[config.mk]
export PLATFORM = sky130hd
export DESIGN_NAME = lddc_divider
export DESIGN_NICKNAME = d
export VERILOG_FILES = /design/src/rtl/core/lddc_pkg.sv /design/src/rtl/core/lddc_divider.sv
export SDC_FILE = /design/constraint.sdc
export NUM_CORES = 1
export LEC_CHECK = 0
export CAP_MARGIN = 20
export CORE_MARGIN = 3
export CORE_UTILIZATION = 68
export CTS_BUF_LIST = sky130_fd_sc_hd__clkbuf_16
export DETAILED_ROUTE_END_ITERATION = 7
export DONT_BUFFER_PORTS = 1
export HOLD_SLACK_MARGIN = 0.15
export PLACE_DENSITY = 0.84
export REMOVE_ABC_BUFFERS = 1
export SLEW_MARGIN = 20
export SYNTH_ARGS = -nofsm -noshare
export SYNTH_HDL_FRONTEND = slang
export SYNTH_SLANG_ARGS = --single-unit
[constraint.sdc]
create_clock -name i_clk -period 9.31 [get_ports i_clk]
set_input_delay 0.4655 -clock i_clk [delete_from_list [all_inputs] [get_ports i_clk]]
set_output_delay 0.4655 -clock i_clk [all_outputs]
set_load 0.02 [all_outputs]
[src/rtl/core/lddc_pkg.sv]
// Package with shared constants for the digit dominance counter.
`timescale 1ns / 1ps
package lddc_pkg;
    localparam int VALUE_BITS = 64;
    localparam int MAX_DIGITS = 64;
    localparam int DIGIT_BITS = 16;
    localparam int CFG_IDX_BITS = 1;
    localparam logic [CFG_IDX_BITS-1:0] REG_BASE  = 1'b0;
    localparam logic [CFG_IDX_BITS-1:0] REG_LIMIT = 1'b1;
    localparam logic [DIGIT_BITS-1:0] BASE_RESET = 16'd2;
endpackage

[src/rtl/core/lddc_divider.sv]
// Restoring divider, one quotient bit per cycle, value by 16-bit base.
`timescale 1ns / 1ps
module lddc_divider #(
    parameter int VALUE_BITS = lddc_pkg::VALUE_BITS
) (
    input  logic                            i_clk,
    input  logic                            i_rst_n,
    input  logic                            i_start,
    input  logic [VALUE_BITS-1:0]           i_dividend,
    input  logic [lddc_pkg::DIGIT_BITS-1:0] i_divisor,
    output logic                            o_done,
    output logic [VALUE_BITS-1:0]           o_quotient,
    output logic [lddc_pkg::DIGIT_BITS-1:0] o_remainder
);
    localparam int CW = $clog2(VALUE_BITS + 1);
    logic [VALUE_BITS-1:0]           r_q;
    logic [lddc_pkg::DIGIT_BITS:0]   r_rem;
    logic [lddc_pkg::DIGIT_BITS-1:0] r_div;
    logic [CW-1:0]                   r_cnt;
    logic                            r_busy;
    logic [lddc_pkg::DIGIT_BITS:0]   w_sh;
    logic [lddc_pkg::DIGIT_BITS:0]   w_dif;

    assign w_sh  = {r_rem[lddc_pkg::DIGIT_BITS-1:0], r_q[VALUE_BITS-1]};
    assign w_dif = w_sh - {1'b0, r_div};

    always_ff @(posedge i_clk) begin
        if (!i_rst_n) begin
            r_busy <= 1'b0;
            o_done <= 1'b0;
            r_cnt  <= '0;
        end else begin
            o_done <= 1'b0;
            if (i_start) begin
                r_busy <= 1'b1;
                r_q    <= i_dividend;
                r_rem  <= '0;
                r_div  <= i_divisor;
                r_cnt  <= CW'(VALUE_BITS);
            end else if (r_busy) begin
                if (!w_dif[lddc_pkg::DIGIT_BITS]) begin
                    r_rem <= w_dif;
                    r_q   <= {r_q[VALUE_BITS-2:0], 1'b1};
                end else begin
                    r_rem <= w_sh;
                    r_q   <= {r_q[VALUE_BITS-2:0], 1'b0};
                end
                r_cnt <= r_cnt - 1'b1;
                if (r_cnt == CW'(1)) begin
                    r_busy <= 1'b0;
                    o_done <= 1'b1;
                end
            end
        end
    end
    assign o_quotient  = r_q;
    assign o_remainder = r_rem[lddc_pkg::DIGIT_BITS-1:0];
endmodule

==> metrics.log <==
[metrics] Setup Total Neg Slack: 0 ns
[metrics] kind of end point of the critical path: flop
[metrics] number of port buffers: 0
[metrics] signal arrival time at the worst endpoint: 3.22 ns
[metrics] total number of vias: 2857
[metrics] hold path start: i_divisor[11]
[metrics] first-pass GRT wire length: 15300 µm
[metrics] final hold viol count: 0
[metrics] Clk Tree Root Cell: sky130_fd_sc_hd__clkbuf_16
[metrics] max-slew violations: 0
[metrics] Reg2Reg Depth: 11
[metrics] DP HPWL: around 7000 µm
[metrics] ys flop type: sky130_fd_sc_hd__edfxtp_1
[metrics] post-layout minimum cycle time: ~3 ns
[metrics] total length of routed wires: about 9900 µm
[metrics] CTS Hold Bufs: 0
[metrics] number of DRC markers in iteration 0: between 150 and 200
[metrics] Die Ht: about 90 µm
[metrics] share of total power consumed by net switching: 0.280
[metrics] number of buffers on the longest clock path: 2
[metrics] synthesis-to-layout area growth: 8.22%
[metrics] pin slew with the least headroom to its limit: 0.812 ns
[metrics] flop2flop setup slack: roughly 6.3 ns
[metrics] final estimated routing congestion in global placement: between 0.8 and 0.9
[metrics] top post-synthesis cells by area: sky130_fd_sc_hd__edfxtp_1, sky130_fd_sc_hd__mux2_2, sky130_fd_sc_hd__ha_1
[metrics] r2r endpoint: r_rem[14]$_SDFFCE_PP0P_
[metrics] number of antenna repair diodes: 0
[metrics] unrepaired setup endpoints after global routing: false
[metrics] clock edge transition at the registers on the reported setup and hold paths: 0.08 ns
[metrics] maximum clock rate: 329 MHz
[metrics] number of setup buffers added after CTS: 0
[metrics] critical path startpoint category: flop
[metrics] largest vdd supply drop: approximately 120 µV
[metrics] Async S/R FF share, synth: 0
[metrics] crit path kind: reg2reg
[metrics] # H-tree levels: 3
[metrics] Overall Power: 1.21 mW
[metrics] maximum number of pins on one net before global-route repair: between 80 and 90
[metrics] warning count from the yosys run: 0
[metrics] clock skew: 0.0101 ns
[metrics] leakage power summed over all cells: roughly 2.0 nW
[metrics] number of enable-type register cells in the synthesized netlist: 96
[metrics] Hold Path Class: in2reg
[metrics] Setup violations, final: 0
[metrics] post-CTS resize count: 0
[metrics] Placement Setup Slack: 6.30 ns
[metrics] I/O pin count: 164
[metrics] launching element of the worst setup path: o_quotient[63]$_DFFE_PP_
[metrics] final period utilization: 0.326
[metrics] area of the core: slightly above 7000 µm²
[metrics] post-synthesis cell type with the largest combined area: sky130_fd_sc_hd__edfxtp_1
[metrics] internal cell power: roughly 870 µW
[metrics] initial cell density of the core: 0.725
[metrics] Avg WL per Cell: approximately 21 µm
[metrics] aggregate global routing overflow: 0
[metrics] Max-slew headroom: 0.459
[metrics] top fanout value on the critical path: 20
[metrics] vias in the first global route: roughly 2900
[metrics] number of remaining DRC errors: 0
[metrics] net load switching power: 338 µW
[metrics] die width: 92.8 µm
[metrics] fraction of post-synthesis cell area in the top cell type by area: 0.563
[metrics] total of max-cap violations: 0
[metrics] area enclosed by the die boundary: roughly 8600 µm²
[metrics] Worst-Skew Late Latency: around 0.34 ns
[metrics] number of buffers created by CTS: 9
[metrics] final core utilization: 0.785
[metrics] Power Density: roughly 220 nW/µm²
[metrics] count of cells along the worst hold path: 0
[metrics] required time of the critical path: approximately 9.5 ns
[metrics] syn avg cell area: approximately 14 µm²
[metrics] relative contribution of combinational cells to total power: 0.150
[metrics] number of storage elements in the synthesis netlist: around 110
[metrics] cells after synthesis: between 300 and 400
[metrics] clock tree from TritonCTS: built
[metrics] sequential element share of the synthesized area: 0.599
[metrics] fill count: roughly 440
[metrics] outcome: finished, final reports clean
[metrics] worst reg2reg path startpoint: o_quotient[63]$_DFFE_PP_
[metrics] Via-to-Cell Ratio: 6.03
[metrics] relative contribution of sequential cells to total power: 0.514
[metrics] Post-Syn Area: ~5100 µm²
[metrics] 1st-pass router iterations: 4
[metrics] clock net sink count: ~110
[metrics] Endpoint, Worst Hold: r_div[11]$_DFFE_PP_
[metrics] Net count, final: between 400 and 500
[metrics] fraction of layout cells with a size suffix above 1: 0.230
[metrics] floorplan row count: 30
[metrics] Netlist cell types: 44
[metrics] final worst setup slack: roughly 6.3 ns
[metrics] initial antenna violation count: 0
[metrics] GRT Resource Usage Total: 0.232
[metrics] Final ANT Viol Nets: 0
[metrics] clock network fraction of total power: 0.335
-- synthesized netlist by cell type (2+ instances only) --
library cell               number
sky130_fd_sc_hd__o21ai_0        6
sky130_fd_sc_hd__inv_1         20
sky130_fd_sc_hd__a21oi_1       17
sky130_fd_sc_hd__mux2i_1       12
sky130_fd_sc_hd__edfxtp_1      96
sky130_fd_sc_hd__a211oi_2       2
sky130_fd_sc_hd__o21ai_1        2
sky130_fd_sc_hd__clkbuf_1       4
sky130_fd_sc_hd__ha_1          18
sky130_fd_sc_hd__or3_1          2
sky130_fd_sc_hd__nand3b_1       2
sky130_fd_sc_hd__nor3_1         3
sky130_fd_sc_hd__xor2_1        10
sky130_fd_sc_hd__nor2_1        25
sky130_fd_sc_hd__dfxtp_1        9
sky130_fd_sc_hd__nor2b_1        3
sky130_fd_sc_hd__and2_1         3
sky130_fd_sc_hd__o211ai_1       7
sky130_fd_sc_hd__nand3_1        2
sky130_fd_sc_hd__xnor2_1        9
sky130_fd_sc_hd__nand2b_1       9
sky130_fd_sc_hd__mux2_2        63
sky130_fd_sc_hd__o21a_1         4
sky130_fd_sc_hd__nand2_1       19
sky130_fd_sc_hd__buf_1          7
-- power by group through the flow --
stage	logic [mW]	clock network (mW)	registers [mW]
after floorplan	0.148	0	0.622
after global placement	0.172	0	0.630
after detailed placement	0.178	0	0.631
after CTS	0.179	0.409	0.621
after global routing	0.202	0.427	0.624
final	0.181	0.404	0.620
-- cell type report --
type | count | area, µm² | share of cell area
Timing Repair Buffer | 2 | 27.5 | 0.00497
Clock buffer | 9 | 225 | 0.0407
Inverter | 20 | 75.1 | 0.0136
Sequential cell | 105 | 3060 | 0.553
Clock inverter | 7 | 105 | 0.0190
Tap cell | 96 | 120 | 0.0217
Multi-Input combinational cell | 235 | 1920 | 0.347
-- cells in the final DEF, fill, tap and decap left out, types with 2 or more instances in the layout --
master	synthesis	final
sky130_fd_sc_hd__a211oi_2	2	2
sky130_fd_sc_hd__a21oi_1	17	17
sky130_fd_sc_hd__and2_1	3	3
sky130_fd_sc_hd__clkbuf_16	0	9
sky130_fd_sc_hd__clkinv_8	0	2
sky130_fd_sc_hd__dfxtp_1	9	9
sky130_fd_sc_hd__edfxtp_1	96	96
sky130_fd_sc_hd__ha_1	18	18
sky130_fd_sc_hd__inv_1	20	20
sky130_fd_sc_hd__inv_8	0	3
sky130_fd_sc_hd__mux2_2	63	63
sky130_fd_sc_hd__mux2i_1	12	12
sky130_fd_sc_hd__nand2_1	19	19
sky130_fd_sc_hd__nand2b_1	9	9
sky130_fd_sc_hd__nand3_1	2	2
sky130_fd_sc_hd__nand3b_1	2	2
sky130_fd_sc_hd__nor2_1	25	25
sky130_fd_sc_hd__nor2b_1	3	3
sky130_fd_sc_hd__nor3_1	3	3
sky130_fd_sc_hd__o211ai_1	7	7
sky130_fd_sc_hd__o21a_1	4	3
sky130_fd_sc_hd__o21ai_0	6	6
sky130_fd_sc_hd__o21ai_1	2	2
sky130_fd_sc_hd__or3_1	2	2
sky130_fd_sc_hd__xnor2_1	9	9
sky130_fd_sc_hd__xor2_1	10	9
-- how the worst max path moves through the flow --
stage                         endpoint  slack, ns
6_report       r_rem[14]$_SDFFCE_PP0P_       6.27
5_1_grt        r_rem[14]$_SDFFCE_PP0P_       6.04
4_1_cts        r_rem[14]$_SDFFCE_PP0P_       6.28
3_5_place_dp   r_rem[14]$_SDFFCE_PP0P_       6.30
3_3_place_gp   r_rem[14]$_SDFFCE_PP0P_       6.36
2_1_floorplan  r_rem[14]$_SDFFCE_PP0P_       5.78
-- routing by layer --
layer / up-vias / wire [µm] / track usage
li1: 1370 / - / -
met1: 1364 / 3930 / 0.283
met2: 113 / 5130 / 0.391
met3: 10 / 773 / 0.0812
met4: 0 / 98 / 0.0696
met5: - / 0 / 0
-- per-stage QoR --
step / cell area [µm²] / cells / hold slack, ns
floorplan: 5040 / 360 / 0.441
global placement: 5190 / 457 / 0.460
detailed placement: 5190 / 457 / 0.468
CTS: 5520 / 473 / 0.211
global route: 5540 / 474 / 0.203
finish: 5540 / 474 / 0.215
-- kinds of logic after synthesis --
family,after synthesis,synth area share
DFF,105,0.599
adders and majority gates,19,0.0479
buffers and inverters,33,0.0289
and+or+nand+nor,75,0.0704
xor gates and xnor gates,19,0.0325
muxes,75,0.162
AOI/OAI and AO/OA,47,0.0597
-- sequential cells by signal (all words and copies together) (netlist names) --
signal / cells
o_quotient: 64
r_div: 16
r_rem: 16
r_cnt: 7
o_done: 1
r_busy: 1
-- critical path: stages (launching register included) --
cell	delay, ns
sky130_fd_sc_hd__edfxtp_1	0.50
sky130_fd_sc_hd__inv_1	0.08
sky130_fd_sc_hd__ha_1	0.22
sky130_fd_sc_hd__fa_1	0.39
sky130_fd_sc_hd__nand2b_1	0.18
sky130_fd_sc_hd__a21oi_1	0.24
sky130_fd_sc_hd__o21ai_1	0.14
sky130_fd_sc_hd__o21ai_1	0.22
sky130_fd_sc_hd__xor2_2	0.14
sky130_fd_sc_hd__buf_4	0.31
sky130_fd_sc_hd__or2b_1	0.29
sky130_fd_sc_hd__o22ai_1	0.17
Power figures use the tool's default switching activity.
